$ cat src/hdl/ctt_pkg.sv
`timescale 1ns / 1ps
// ctt_pkg: shared constants, token and error codes and result types
// for the config text tokenizer; no dependencies
package ctt_pkg;

  localparam int COUNTER_BITS = 16;

  // token kinds
  localparam logic [3:0] KIND_LBRACE    = 4'd0;
  localparam logic [3:0] KIND_RBRACE    = 4'd1;
  localparam logic [3:0] KIND_EQUALS    = 4'd2;
  localparam logic [3:0] KIND_COMMA     = 4'd3;
  localparam logic [3:0] KIND_QMARK     = 4'd4;
  localparam logic [3:0] KIND_COLON     = 4'd5;
  localparam logic [3:0] KIND_SEMICOLON = 4'd6;
  localparam logic [3:0] KIND_TEXTBYTE  = 4'd7;
  localparam logic [3:0] KIND_TEXTEND   = 4'd8;
  localparam logic [3:0] KIND_EOF       = 4'd9;
  localparam logic [3:0] KIND_ERROR     = 4'd10;

  // error codes
  localparam logic [1:0] ERR_NONE       = 2'd0;
  localparam logic [1:0] ERR_UNEXPECTED = 2'd1;
  localparam logic [1:0] ERR_BAD_HEX    = 2'd2;
  localparam logic [1:0] ERR_END        = 2'd3;

  typedef struct packed {
    logic [3:0]  token_kind;
    logic [7:0]  content_byte;
    logic [1:0]  error_code;
    logic [15:0] line_number;
    logic [15:0] column_number;
    logic        last_of_run;
  } result_t;

  // up to two results produced by one character
  typedef struct packed {
    logic [1:0] cnt;
    result_t    r0;
    result_t    r1;
  } push_t;

  // clamp a position counter to the 16-bit result field
  function automatic logic [15:0] sat_count(input logic [COUNTER_BITS-1:0] v);
    logic [63:0] w;
    w = 64'(v);
    if (w > 64'd65535) begin
      return 16'hFFFF;
    end
    return w[15:0];
  endfunction

endpackage

$ cat src/hdl/ctt_if.sv
`timescale 1ns / 1ps
// ctt_char_if / ctt_token_if: valid/ready channels for the character
// input and the token output of the tokenizer; no dependencies
interface ctt_char_if;
  logic       valid;
  logic       ready;
  logic [7:0] data_byte;
  logic       is_end;

  modport source (output valid, output data_byte, output is_end, input ready);
  modport sink (input valid, input data_byte, input is_end, output ready);
endinterface

interface ctt_token_if;
  logic        valid;
  logic        ready;
  logic [3:0]  token_kind;
  logic [7:0]  content_byte;
  logic [1:0]  error_code;
  logic [15:0] line_number;
  logic [15:0] column_number;
  logic        last_of_run;

  modport source (output valid, output token_kind, output content_byte,
                  output error_code, output line_number, output column_number,
                  output last_of_run, input ready);
  modport sink (input valid, input token_kind, input content_byte,
                input error_code, input line_number, input column_number,
                input last_of_run, output ready);
endinterface

$ cat src/hdl/ctt_core.sv
`timescale 1ns / 1ps
// ctt_core: input register, scanner state and the per-character decision
// depends on ctt_pkg and ctt_char_if
module ctt_core (
  input  logic            clk,
  input  logic            rst,
  ctt_char_if.sink        chars,
  input  logic [1:0]      room,
  output ctt_pkg::push_t  push
);
  import ctt_pkg::*;

  typedef enum logic [2:0] {
    M_SEARCH, M_LINECMT, M_BLOCKCMT, M_QUOTED, M_HEX, M_WORD
  } mode_t;

  typedef struct packed {
    logic       emit;
    logic       fail;
    logic [3:0] kind;
    logic [7:0] content;
    mode_t      mode;
    logic [7:0] prev;
  } srch_t;

  localparam logic [7:0] CH_NL     = 8'h0A;
  localparam logic [7:0] CH_HASH   = 8'h23;
  localparam logic [7:0] CH_QUOTE  = 8'h22;
  localparam logic [7:0] CH_STAR   = 8'h2A;
  localparam logic [7:0] CH_SLASH  = 8'h2F;
  localparam logic [7:0] CH_SEMI   = 8'h3B;
  localparam logic [7:0] CH_LT     = 8'h3C;
  localparam logic [7:0] CH_GT     = 8'h3E;
  localparam logic [7:0] CH_BSLASH = 8'h5C;
  localparam logic [COUNTER_BITS-1:0] COUNT_MAX = {COUNTER_BITS{1'b1}};

  function automatic logic is_space(input logic [7:0] c);
    logic r;
    case (c) inside
      8'h20, 8'h09, 8'h0A, 8'h0B, 8'h0C, 8'h0D: r = 1'b1;
      default: r = 1'b0;
    endcase
    return r;
  endfunction

  function automatic logic is_word(input logic [7:0] c);
    return (c >= 8'h61 && c <= 8'h7A) || (c >= 8'h41 && c <= 8'h5A) ||
           (c >= 8'h30 && c <= 8'h39) || c == 8'h2E || c == 8'h5F ||
           c == 8'h2D || c == 8'h5E;
  endfunction

  // bit 4 set means not a hex digit
  function automatic logic [4:0] hex_value(input logic [7:0] c);
    logic [4:0] v;
    if (c >= 8'h30 && c <= 8'h39) v = 5'(c - 8'h30);
    else if (c >= 8'h61 && c <= 8'h66) v = 5'(c - 8'h57);
    else if (c >= 8'h41 && c <= 8'h46) v = 5'(c - 8'h37);
    else v = 5'h10;
    return v;
  endfunction

  // bit 4 set means not punctuation
  function automatic logic [4:0] punct_kind(input logic [7:0] c);
    logic [4:0] k;
    unique case (c)
      8'h7B:   k = {1'b0, KIND_LBRACE};
      8'h7D:   k = {1'b0, KIND_RBRACE};
      8'h3D:   k = {1'b0, KIND_EQUALS};
      8'h2C:   k = {1'b0, KIND_COMMA};
      8'h3F:   k = {1'b0, KIND_QMARK};
      8'h3A:   k = {1'b0, KIND_COLON};
      8'h3B:   k = {1'b0, KIND_SEMICOLON};
      default: k = 5'h10;
    endcase
    return k;
  endfunction

  function automatic srch_t search(input logic [7:0] c, input logic [7:0] prev,
                                   input logic first_col);
    srch_t s;
    logic [4:0] pk;
    pk = punct_kind(c);
    s.emit = 1'b0;
    s.fail = 1'b0;
    s.kind = KIND_ERROR;
    s.content = c;
    s.mode = M_SEARCH;
    s.prev = c;
    if (is_space(c)) begin
      s.mode = M_SEARCH;
    end else if (first_col && (c == CH_HASH || c == CH_SEMI)) begin
      s.mode = M_LINECMT;
    end else if (prev == CH_SLASH && c == CH_SLASH) begin
      s.mode = M_LINECMT;
    end else if (prev == CH_SLASH && c == CH_STAR) begin
      s.mode = M_BLOCKCMT;
    end else if (!pk[4]) begin
      s.emit = 1'b1;
      s.kind = pk[3:0];
      s.prev = 8'h00;
    end else if (c == CH_QUOTE) begin
      s.mode = M_QUOTED;
    end else if (c == CH_LT) begin
      s.mode = M_HEX;
    end else if (is_word(c)) begin
      s.mode = M_WORD;
      s.emit = 1'b1;
      s.kind = KIND_TEXTBYTE;
    end else if (c != CH_SLASH) begin
      // unexpected character, previous char left as it was
      s.emit = 1'b1;
      s.fail = 1'b1;
      s.prev = prev;
    end
    return s;
  endfunction

  // input register
  logic       v_q;
  logic [7:0] byte_q;
  logic       end_q;

  // scanner state
  mode_t                   mode, mode_next;
  logic [7:0]              prev_char, prev_char_next;
  logic                    esc, esc_next;
  logic                    nib_valid, nib_valid_next;
  logic [3:0]              nib, nib_next;
  logic [COUNTER_BITS-1:0] line_cnt, line_cnt_next;
  logic [COUNTER_BITS-1:0] col_cnt, col_cnt_next;
  logic                    failed, failed_next;
  logic [1:0]              err_latch, err_latch_next;

  logic       fire;
  logic [1:0] cnt;
  logic [3:0] k0, k1;
  logic [7:0] b0, b1;
  logic [1:0] e0, e1;
  logic       first_col;
  logic       srch_go, srch_slot1;
  srch_t      s;
  logic [4:0] hv;

  always_comb begin
    mode_next = mode;
    prev_char_next = prev_char;
    esc_next = esc;
    nib_valid_next = nib_valid;
    nib_next = nib;
    line_cnt_next = line_cnt;
    col_cnt_next = col_cnt;
    failed_next = failed;
    err_latch_next = err_latch;
    cnt = 2'd0;
    k0 = KIND_ERROR;
    b0 = 8'h00;
    e0 = ERR_NONE;
    k1 = KIND_ERROR;
    b1 = 8'h00;
    e1 = ERR_NONE;
    first_col = 1'b0;
    srch_go = 1'b0;
    srch_slot1 = 1'b0;
    s = '0;
    hv = hex_value(byte_q);

    if (failed) begin
      cnt = 2'd1;
      k0 = KIND_ERROR;
      e0 = err_latch;
    end else if (end_q) begin
      cnt = 2'd1;
      if (mode != M_SEARCH) begin
        k0 = KIND_ERROR;
        e0 = ERR_END;
        failed_next = 1'b1;
        err_latch_next = ERR_END;
      end else begin
        k0 = KIND_EOF;
        prev_char_next = 8'h00;
      end
    end else begin
      if (byte_q == CH_NL) begin
        if (line_cnt != COUNT_MAX) line_cnt_next = line_cnt + COUNTER_BITS'(1);
        col_cnt_next = '0;
      end else if (col_cnt != COUNT_MAX) begin
        col_cnt_next = col_cnt + COUNTER_BITS'(1);
      end
      first_col = (col_cnt_next == COUNTER_BITS'(1));

      unique case (mode)
        M_SEARCH: begin
          srch_go = 1'b1;
          s = search(byte_q, prev_char, first_col);
        end
        M_LINECMT: begin
          if (byte_q == CH_NL) mode_next = M_SEARCH;
          prev_char_next = byte_q;
        end
        M_BLOCKCMT: begin
          if (byte_q == CH_SLASH && prev_char == CH_STAR) mode_next = M_SEARCH;
          prev_char_next = byte_q;
        end
        M_QUOTED: begin
          if (esc) begin
            esc_next = 1'b0;
            cnt = 2'd1;
            k0 = KIND_TEXTBYTE;
            b0 = byte_q;
            prev_char_next = byte_q;
          end else if (byte_q == CH_BSLASH) begin
            esc_next = 1'b1;
            prev_char_next = byte_q;
          end else if (byte_q == CH_QUOTE) begin
            cnt = 2'd1;
            k0 = KIND_TEXTEND;
            mode_next = M_SEARCH;
            prev_char_next = 8'h00;
          end else begin
            cnt = 2'd1;
            k0 = KIND_TEXTBYTE;
            b0 = byte_q;
            prev_char_next = byte_q;
          end
        end
        M_HEX: begin
          if (!hv[4]) begin
            if (nib_valid) begin
              cnt = 2'd1;
              k0 = KIND_TEXTBYTE;
              b0 = {nib, hv[3:0]};
              nib_valid_next = 1'b0;
            end else begin
              nib_valid_next = 1'b1;
              nib_next = hv[3:0];
            end
            prev_char_next = byte_q;
          end else if (byte_q == CH_GT) begin
            nib_valid_next = 1'b0;
            cnt = 2'd1;
            k0 = KIND_TEXTEND;
            mode_next = M_SEARCH;
            prev_char_next = 8'h00;
          end else begin
            cnt = 2'd1;
            k0 = KIND_ERROR;
            b0 = byte_q;
            e0 = ERR_BAD_HEX;
            failed_next = 1'b1;
            err_latch_next = ERR_BAD_HEX;
          end
        end
        M_WORD: begin
          if (is_word(byte_q)) begin
            cnt = 2'd1;
            k0 = KIND_TEXTBYTE;
            b0 = byte_q;
            prev_char_next = byte_q;
          end else begin
            // word ends: close it, then scan the terminator again
            cnt = 2'd1;
            k0 = KIND_TEXTEND;
            srch_go = 1'b1;
            srch_slot1 = 1'b1;
            s = search(byte_q, 8'h00, first_col);
          end
        end
        default: begin
          srch_go = 1'b1;
          s = search(byte_q, prev_char, first_col);
        end
      endcase

      if (srch_go) begin
        mode_next = s.mode;
        prev_char_next = s.prev;
        if (s.mode == M_QUOTED) esc_next = 1'b0;
        if (s.mode == M_HEX) nib_valid_next = 1'b0;
        if (s.fail) begin
          failed_next = 1'b1;
          err_latch_next = ERR_UNEXPECTED;
        end
        if (s.emit) begin
          if (srch_slot1) begin
            cnt = 2'd2;
            k1 = s.kind;
            b1 = s.content;
            e1 = s.fail ? ERR_UNEXPECTED : ERR_NONE;
          end else begin
            cnt = 2'd1;
            k0 = s.kind;
            b0 = s.content;
            e0 = s.fail ? ERR_UNEXPECTED : ERR_NONE;
          end
        end
      end
    end
  end

  assign fire = v_q && (cnt <= room);
  assign chars.ready = !v_q || fire;

  always_comb begin
    push.cnt = fire ? cnt : 2'd0;
    push.r0 = '{token_kind: k0, content_byte: b0, error_code: e0,
                line_number: sat_count(line_cnt_next),
                column_number: sat_count(col_cnt_next),
                last_of_run: (cnt == 2'd1)};
    push.r1 = '{token_kind: k1, content_byte: b1, error_code: e1,
                line_number: sat_count(line_cnt_next),
                column_number: sat_count(col_cnt_next),
                last_of_run: 1'b1};
  end

  always_ff @(posedge clk) begin
    if (rst) begin
      v_q <= 1'b0;
      mode <= M_SEARCH;
      prev_char <= 8'h00;
      esc <= 1'b0;
      nib_valid <= 1'b0;
      nib <= 4'h0;
      line_cnt <= '0;
      col_cnt <= '0;
      failed <= 1'b0;
      err_latch <= ERR_NONE;
    end else begin
      if (chars.valid && chars.ready) begin
        v_q <= 1'b1;
        byte_q <= chars.data_byte;
        end_q <= chars.is_end;
      end else if (fire) begin
        v_q <= 1'b0;
      end
      if (fire) begin
        mode <= mode_next;
        prev_char <= prev_char_next;
        esc <= esc_next;
        nib_valid <= nib_valid_next;
        nib <= nib_next;
        line_cnt <= line_cnt_next;
        col_cnt <= col_cnt_next;
        failed <= failed_next;
        err_latch <= err_latch_next;
      end
    end
  end

`ifndef ASSERT_OFF
  a_fail_sticky: assert property (@(posedge clk) disable iff (rst)
    failed |=> failed)
    else $error("error state left without reset");

  a_pair_order: assert property (@(posedge clk) disable iff (rst)
    push.cnt == 2'd2 |-> push.r0.token_kind == KIND_TEXTEND)
    else $error("two-token beat does not start with textend");

  a_push_room: assert property (@(posedge clk) disable iff (rst)
    push.cnt <= room)
    else $error("result queue overrun");
`endif

endmodule

$ cat src/hdl/ctt_resq.sv
`timescale 1ns / 1ps
// ctt_resq: two-entry result queue driving the token channel
// depends on ctt_pkg and ctt_token_if
module ctt_resq (
  input  logic            clk,
  input  logic            rst,
  input  ctt_pkg::push_t  push,
  output logic [1:0]      room,
  ctt_token_if.source     tokens
);
  import ctt_pkg::*;

  result_t    slot [2];
  result_t    slot_next [2];
  logic [1:0] occ, occ_next, base;
  logic       pop;

  assign pop = (occ != 2'd0) && tokens.ready;
  assign room = 2'd2 - occ + {1'b0, pop};
  assign base = occ - {1'b0, pop};

  always_comb begin
    slot_next[0] = slot[0];
    slot_next[1] = slot[1];
    if (pop) slot_next[0] = slot[1];
    if (push.cnt != 2'd0) begin
      if (base == 2'd0) begin
        slot_next[0] = push.r0;
        if (push.cnt == 2'd2) slot_next[1] = push.r1;
      end else begin
        slot_next[1] = push.r0;
      end
    end
    occ_next = base + push.cnt;
  end

  always_ff @(posedge clk) begin
    if (rst) begin
      occ <= 2'd0;
    end else begin
      occ <= occ_next;
    end
    slot[0] <= slot_next[0];
    slot[1] <= slot_next[1];
  end

  assign tokens.valid = (occ != 2'd0);
  assign tokens.token_kind = slot[0].token_kind;
  assign tokens.content_byte = slot[0].content_byte;
  assign tokens.error_code = slot[0].error_code;
  assign tokens.line_number = slot[0].line_number;
  assign tokens.column_number = slot[0].column_number;
  assign tokens.last_of_run = slot[0].last_of_run;

`ifndef ASSERT_OFF
  a_occ_range: assert property (@(posedge clk) disable iff (rst)
    occ <= 2'd2)
    else $error("queue occupancy out of range");

  a_single_last: assert property (@(posedge clk) disable iff (rst)
    push.cnt == 2'd1 |-> push.r0.last_of_run)
    else $error("single result beat not marked last");

  a_pair_last: assert property (@(posedge clk) disable iff (rst)
    push.cnt == 2'd2 |-> push.r1.last_of_run && !push.r0.last_of_run)
    else $error("result pair marked wrong");
`endif

endmodule

$ cat src/hdl/config_text_tokenizer_top.sv
`timescale 1ns / 1ps
// config_text_tokenizer_top: tokenizer top level, scanner core plus result queue
// depends on ctt_pkg, ctt_if, ctt_core and ctt_resq
//
// Takes one character (or an end mark) per beat and gives zero, one or two
// tokens for it, each tagged with line and column after that character.
// A character is accepted every cycle while the token side keeps up; its
// first token passes the input register, then the result queue. Tokens
// leave at one per cycle while the receiver is ready, through a two-entry
// queue, so throughput is set by the token count: a character that ends a
// bare word and is itself a token gives two, and it is held back unless a
// token has left the queue with none queued in its place since the last
// such character. After an error every beat gives an error token until reset.
module config_text_tokenizer_top (
  input  logic        clk,
  input  logic        rst,
  ctt_char_if.sink    chars,
  ctt_token_if.source tokens
);
  import ctt_pkg::*;

  push_t      push;
  logic [1:0] room;

  ctt_core u_core (
    .clk   (clk),
    .rst   (rst),
    .chars (chars),
    .room  (room),
    .push  (push)
  );

  ctt_resq u_resq (
    .clk    (clk),
    .rst    (rst),
    .push   (push),
    .room   (room),
    .tokens (tokens)
  );

endmodule

$ cat src/flat_wrapper.sv
// flat-port wrapper written by rule: the top's interface ports become plain ports
module config_text_tokenizer_top_flat import ctt_pkg::*;
  (clk, rst, chars_valid, chars_data_byte, chars_is_end, chars_ready, tokens_valid, tokens_token_kind, tokens_content_byte, tokens_error_code, tokens_line_number, tokens_column_number, tokens_last_of_run, tokens_ready);
  ctt_char_if chars_i ();
  ctt_token_if tokens_i ();
  input  logic clk;
  input  logic rst;
  input wire logic [$bits(chars_i.valid)-1:0] chars_valid;
  input wire logic [$bits(chars_i.data_byte)-1:0] chars_data_byte;
  input wire logic [$bits(chars_i.is_end)-1:0] chars_is_end;
  output wire logic [$bits(chars_i.ready)-1:0] chars_ready;
  output wire logic [$bits(tokens_i.valid)-1:0] tokens_valid;
  output wire logic [$bits(tokens_i.token_kind)-1:0] tokens_token_kind;
  output wire logic [$bits(tokens_i.content_byte)-1:0] tokens_content_byte;
  output wire logic [$bits(tokens_i.error_code)-1:0] tokens_error_code;
  output wire logic [$bits(tokens_i.line_number)-1:0] tokens_line_number;
  output wire logic [$bits(tokens_i.column_number)-1:0] tokens_column_number;
  output wire logic [$bits(tokens_i.last_of_run)-1:0] tokens_last_of_run;
  input wire logic [$bits(tokens_i.ready)-1:0] tokens_ready;
  assign chars_i.valid = chars_valid;
  assign chars_i.data_byte = chars_data_byte;
  assign chars_i.is_end = chars_is_end;
  assign chars_ready = chars_i.ready;
  assign tokens_valid = tokens_i.valid;
  assign tokens_token_kind = tokens_i.token_kind;
  assign tokens_content_byte = tokens_i.content_byte;
  assign tokens_error_code = tokens_i.error_code;
  assign tokens_line_number = tokens_i.line_number;
  assign tokens_column_number = tokens_i.column_number;
  assign tokens_last_of_run = tokens_i.last_of_run;
  assign tokens_i.ready = tokens_ready;
  config_text_tokenizer_top u_core (.clk(clk), .rst(rst), .chars(chars_i), .tokens(tokens_i));
endmodule
$ cat config.mk
export PLATFORM = sky130hd
export DESIGN_NAME = config_text_tokenizer_top_flat
export DESIGN_NICKNAME = d
export VERILOG_FILES = /design/src/hdl/ctt_pkg.sv /design/src/hdl/ctt_if.sv /design/src/hdl/ctt_core.sv /design/src/hdl/ctt_resq.sv /design/src/hdl/config_text_tokenizer_top.sv /design/src/flat_wrapper.sv
export SDC_FILE = /design/constraint.sdc
export NUM_CORES = 1
export LEC_CHECK = 0
export BUFFER_PORTS_ARGS = -buffer_cell sky130_fd_sc_hd__buf_2
export CORE_MARGIN = 1.5
export CORE_UTILIZATION = 49
export DETAILED_ROUTE_END_ITERATION = 10
export PLACE_DENSITY = 0.73
export SYNTH_ARGS = -nofsm -noshare
export SYNTH_HDL_FRONTEND = slang
export SYNTH_HIERARCHICAL = 1
export SYNTH_SLANG_ARGS = --single-unit
$ cat constraint.sdc
create_clock -name clk -period 11.4 [get_ports clk]
set_input_delay 2.28 -clock clk [delete_from_list [all_inputs] [get_ports clk]]
set_output_delay 2.28 -clock clk [all_outputs]
set_load 0.01 [all_outputs]
# Word-level counts from Yosys, hierarchy flattened
# Memories as Yosys holds them, arrays and structs flattened.
# Index checks and enable logic that the tools add are counted.
word_totals:
  n_memories: 1
  wordCells: 351
  output_inout_bits: 49
  in_bits: 13
  mem_bits_rw: 94
  reg_bits: 64
memory_table:
  columns: ["name", "words", "width", "rd", "rd_clocked_by_memory_dff", "wr", "line", "rtl"]
  rows:
  - ["u_core.u_resq.slot", 2, 47, 2, 0, 2, "ctt_resq.sv:13", "result_t slot [2];"]
classes:
  muxes: 225
  reduce_logical: 39
  bitwise_logic: 5
  n_eq_ne: 50
  n_addsub: 9
  magnitude_cmp: 9
op_table:
  columns: ["operator", "n"]
  rows:
  - ["$mux 8", 45]
  - ["$mux 47", 4]
  - ["$mux 16", 10]
  - ["$eq 8x6->1 const B", 16]
  - ["$mux 94", 1]
  - ["$mux 6", 14]
  - ["$mux 4", 20]
  - ["$mux 3", 26]
  - ["$mux 25", 3]
  - ["$pmux 25 s3", 1]
  - ["$mux 5", 13]
  - ["$mux 1", 55]
  - ["$mux 2", 26]
  - ["$eq 8x4->1 const B", 5]
  - ["$eq 8x7->1 const B", 5]
  - ["$pmux 5 s7", 1]
  - ["$add 16x1->16 const B", 2]
  - ["$le 8x7->1 const B", 4]
  - ["$ne 16x16->1 const B", 2]
  - ["$pmux 8 s4", 1]
  - ["$pmux 8 s3", 1]
  - ["$ne 3x3->1 const B", 7]
  - ["$eq 16x1->1 const B", 1]
  - ["$ge 8x7->1 const B", 2]
  - ["other kinds (39)", 72]

# Depth between registers and ports, before layout
depth:
  word_depth: 30
  ltp_mapped: 25
  depth_no_buf: 19

# By module
# The synthesis kept the hierarchy.
by_module_without_submodules:
  columns: ["mod", "area_per_inst_um2", "instances", "seq_area_each_um2", "cells_per_inst"]
  rows:
  - ["ctt_core", 5577.8, 1, 1331.3, 761]
  - ["ctt_resq", 4469.3, 1, 2392.3, 525]

# Least setup slack after synthesis
# OpenSTA, ideal clock, no wires.
synth_path:
  kind: "input-to-reg"
  startpoint: "in tokens_ready"
  endpoint: "mem u_core/u_resq/slot[0][47] (netlist bit) (enable)"
  slack_ps: 3923
  path_buffers: 5
  path_stages: 16
  setup_time_ps: 467
  required_ps: 10933
  arrival_ps: 7010
  path_cell_list: "o21ai_2 > buf_2 > ha_1 > xnor2_1 > inv_1 > ha_1 > nor2b_1 > o21ai_0 > nand2_1 > clkbuf_1 > clkbuf_1 > nor2_1 > nor2_1 > buf_2 > buf_2 > a21oi_1"
synth_lines:
  columns: ["element", "line", "rtl"]
  rows:
  - ["from (decl)", "flat_wrapper.sv:19", "input wire logic [$bits(tokens_i.ready)-1:0] tokens_ready;"]
  - ["to (decl)", "ctt_resq.sv:13", null]

# Worst setup path after layout
layout_path:
  startpoint: "reg u_core.u_core.byte_q[0]"
  endpoint: "out chars_ready"
layout_between:
  elab_chain_len: 26
  word_cells_on_any_way: 122
  classes_between: "3 x add/sub; 9 x order compare; 25 x eq/ne; 67 x mux; 18 x reduce/logical"
layout_lines:
  columns: ["element", "line", "rtl"]
  rows:
  - ["from (decl)", "ctt_core.sv:120", "logic [7:0] byte_q;"]
  - ["from (signal assigned)", "ctt_core.sv:330", "byte_q <= chars.data_byte;"]
  - ["$ge 8x7->1, or another cell as far along", "ctt_core.sv:47, ctt_core.sv:56", null]
  - ["$logic_and 1x1->1", "ctt_core.sv:47", "return (c >= 8'h61 && c <= 8'h7A) || (c >= 8'h41 && c <= 8'h5A) ||"]
  - ["$logic_or 1x1->1 (2 in series)", "ctt_core.sv:47", null]
  - ["$logic_or 1x1->1 (3 in series)", "ctt_core.sv:48", "(c >= 8'h30 && c <= 8'h39) || c == 8'h2E || c == 8'h5F ||"]
  - ["$logic_or 1x1->1", "ctt_core.sv:49", "c == 8'h2D || c == 8'h5E;"]
  - ["$mux 1", "ctt_core.sv:105", "end else if (is_word(c)) begin"]
  - ["$mux 6", "ctt_core.sv:103", "end else if (c == CH_LT) begin"]
  - ["$mux 6", "ctt_core.sv:101", "end else if (c == CH_QUOTE) begin"]
  - ["[7 not listed]", null, null]
  - ["$mux 25", "ctt_core.sv:167", "if (failed) begin"]
  - ["$mux 2", "ctt_core.sv:283", "if (s.emit) begin"]
  - ["$mux 2 *", "ctt_core.sv:274", "if (srch_go) begin"]
  - ["$mux 2 *", "ctt_core.sv:171", "end else if (end_q) begin"]
  - ["$mux 2 *", "ctt_core.sv:167", null]
  - ["$le 2x2->1 *", "ctt_core.sv:300", "assign fire = v_q && (cnt <= room);"]
  - ["$logic_and 1x1->1 *", "ctt_core.sv:300", null]
  - ["$logic_or 1x1->1 *", "ctt_core.sv:301", "assign chars.ready = !v_q || fire;"]
  - ["to (decl)", "flat_wrapper.sv:11", "output wire logic [$bits(chars_i.ready)-1:0] chars_ready;"]
# Mark *: on every way between the ends. The rest lies on a longest branch, timed or not. The select of a mux whose other input is x is not followed.

==> flow_summary.ini <==
[die]
start_util_pct = 49.8
design.die.area_sq_um = 21400
io_pins = 62
die_w_um = 146
die_h_um = 146
row_count = 52
core_area_sq_um = 20200

[clock_tree]
cts_tree = done
clock-root-buffer = clkbuf_16
worstSkewPairLatency_ns = 0.44
cts.repair.resized = 0
post_cts_buffers = 0
cts_hold_buf = 0
clockBufferDepth = 2
clkTransAtPathRegs_ns = 0.07
numCtsBuffers = 17
clkSinkCount = 158
htree_levels = 4

[grt]
grt_max_degree = 58
grt_pass1_wl_mm = 41.8
grt_overflow_total = 0
antenna_found_initial = 0
grt_pass1_vias = 8072
grtUsageTotal_pct = 24.3

[synth]
synth_top_area_cell = dfxtp_1
syn_area_per_cell_sq_um = 7.81
yosys-top-cells-area = dfxtp_1 (20%), edfxtp_1 (17%), nand2_1 (12%)
synth_common_cells = nand2_1 (321), dfxtp_1 (102), buf_4 (86)
synth-edff-count = 56
synth_top_area_share_pct = 20.3
synth-seq-cells = 158
synthFlopType = dfxtp_1
post-synth-top-count-cell = nand2_1
syn_nets = 1311
async_reset_ff_share_pct = 0
yosys_warnings = 6
synth.distinct_cells = 85
syn-instance-count = 1286
syn_area_sq_um = 10000
seq_area_frac_synth_pct = 37.1

[route]
wl_per_cell_um = 17.3
vias = 8762
drc_errors = 0
ant_nets = 0
drt_wl_total_mm = 25.8
drt_iter0_drc = 1105
viasPerCell = 5.89
drtPass1Iterations = 6

[placed_design]
placed_cell_area_sq_um = 9740
io_buffer_count = 61
dp.cells = 1455
gp_congestion = 0.976
dp_hpwl_mm = 17.5

[timing]
worstMarginPinSlew_ns = 1.18
fmax_mhz = 140
maxSlewViolCount = 0
rsz0062_at_grt = no
setup-tns-final_ns = 0
timing.final.crit_share_pct = 62.8
finalHoldViolCount = 0
relSlewSlack_pct = 20.8
skew_ns = 0.0102
final-setup-viol-count = 0
period_minus_slack_ns = 7.16

[cells_and_area]
nNetsFinal = 1229
insertedDiodeCount = 0
fin_area_sq_um = 10300
finish.utilization_pct = 51.2
drive_gt1_share_pct = 12.7
syn_to_final_growth_pct = 2.83
fin_cells = 1487

[power_and_ir_drop]
pwr_density_cell_nw_per_um2 = 223
worst_ir_drop_vdd_mv = 0.212
leakage_nw = 4.01
power_mw = 2.30

[worst_setup_path]
critPathRequiredTime_ns = 9.12
cp-end-kind = primary output
reg2reg_from = u_core/u_core/byte_q[0]$_DFFE_PP_
start_kind = flop
crit_start = u_core/u_core/byte_q[0]$_DFFE_PP_
worstPathArrival_ns = 4.88
worstPathMaxFanout = 16
path_class = flop to primary output

[worst_hold_path]
hold_class = flop to flop
hp-start = u_core/u_core/prev_char[5]$_SDFFE_PP0P_

[run_status]
status = completed

[job]
drv_cap = 0
==> layout make-up <==
type,count,area [sq um]
Fill cell,1907,9840
Multi-Input combinational cell,939,5240
Sequential cell,158,3720
Clock buffer,17,425
Timing Repair Buffer,69,365
Tap cell,270,338
Clock inverter,15,166
Inverter,19,71.3
==> placed cells by master, fill, tap and decap left out, drive strengths merged, types with 14 or more instances in the layout <==
cell / count
nand4: 14
buf: 69
inv: 28
dfxtp: 102
a21oi: 76
nor2: 86
nand2: 321
nor3: 71
o21ai: 47
xnor2: 19
edfxtp: 56
a31oi: 64
nand3: 33
clkbuf: 17
==> path summary, 6_finish.rpt <==
kind              slack (ns)                                       to  cells past startpoint
hold reg to reg         0.46  u_core/u_core/prev_char[5]$_SDFFE_PP0P_                      2
hold / removal          0.46  u_core/u_core/prev_char[5]$_SDFFE_PP0P_                      2
setup / recovery        4.24                              chars_ready                     16
setup reg to reg        4.37      u_core/u_resq/slot[0][49]$_DFFE_PP_                     18
==> through the flow <==
stage	worst slack [ns]	hold slack (ns)
after floorplan	3.92	0.430
after global placement	4.08	0.448
after detailed placement	3.93	0.455
after CTS	4.26	0.464
after global routing	3.85	0.492
final	4.24	0.465
==> per-layer routing <==
| metal | global-route usage [%] | routed length [um] | vias to the layer above |
|---|---|---|---|
| li1 | - | - | 4263 |
| met2 | 37.8 | 11700 | 332 |
| met4 | 8.84 | 631 | 0 |
| met5 | 0 | 0 | - |
| met3 | 5.28 | 1650 | 48 |
| met1 | 33.2 | 11800 | 4119 |
==> critical path, stage by stage, from the launching register on <==
cell and delay, ns:
edfxtp_1 0.53, inv_1 0.23, ha_1 0.29, nor2b_1 0.37, and3_1 0.68, nor2_1 0.11
a221o_1 0.35, nor4_4 0.20, a21oi_2 0.16, and3_1 0.32, a41o_1 0.33, ha_1 0.29
nand2_1 0.04, o21ai_0 0.13, inv_1 0.13, nand2_1 0.13, buf_2 0.14
==> cells by family (layout without fill, tap and decap cells) <==
family	Yosys count	after routing	share of synthesized area (%)
and+or+nand+nor	621	621	29.3
other	2	2	0.0747
adders and majority gates	12	12	1.49
muxes	16	16	1.66
AOI/OAI and AO/OA	261	261	16.8
buffers and inverters	189	120	11.2
DFF	158	158	37.1
xor gates and xnor gates	27	27	2.35
==> state kept, by name, summed over array words and instances, names as in the netlist, 3 cells and up <==
register and count:
u_core/u_core/mode 3, u_core/u_core/line_cnt 16, u_core/u_core/col_cnt 16, u_core/u_core/byte_q 8, u_core/u_core/nib 4, u_core/u_core/prev_char 8, u_core/u_resq/slot 94
==> where the power goes <==
group / internal (mW) / switching (mW)
registers: 0.758 / 0.0848
logic: 0.275 / 0.608
clock network: 0.312 / 0.264
Note: power is estimated with default switching activity, not from simulation.
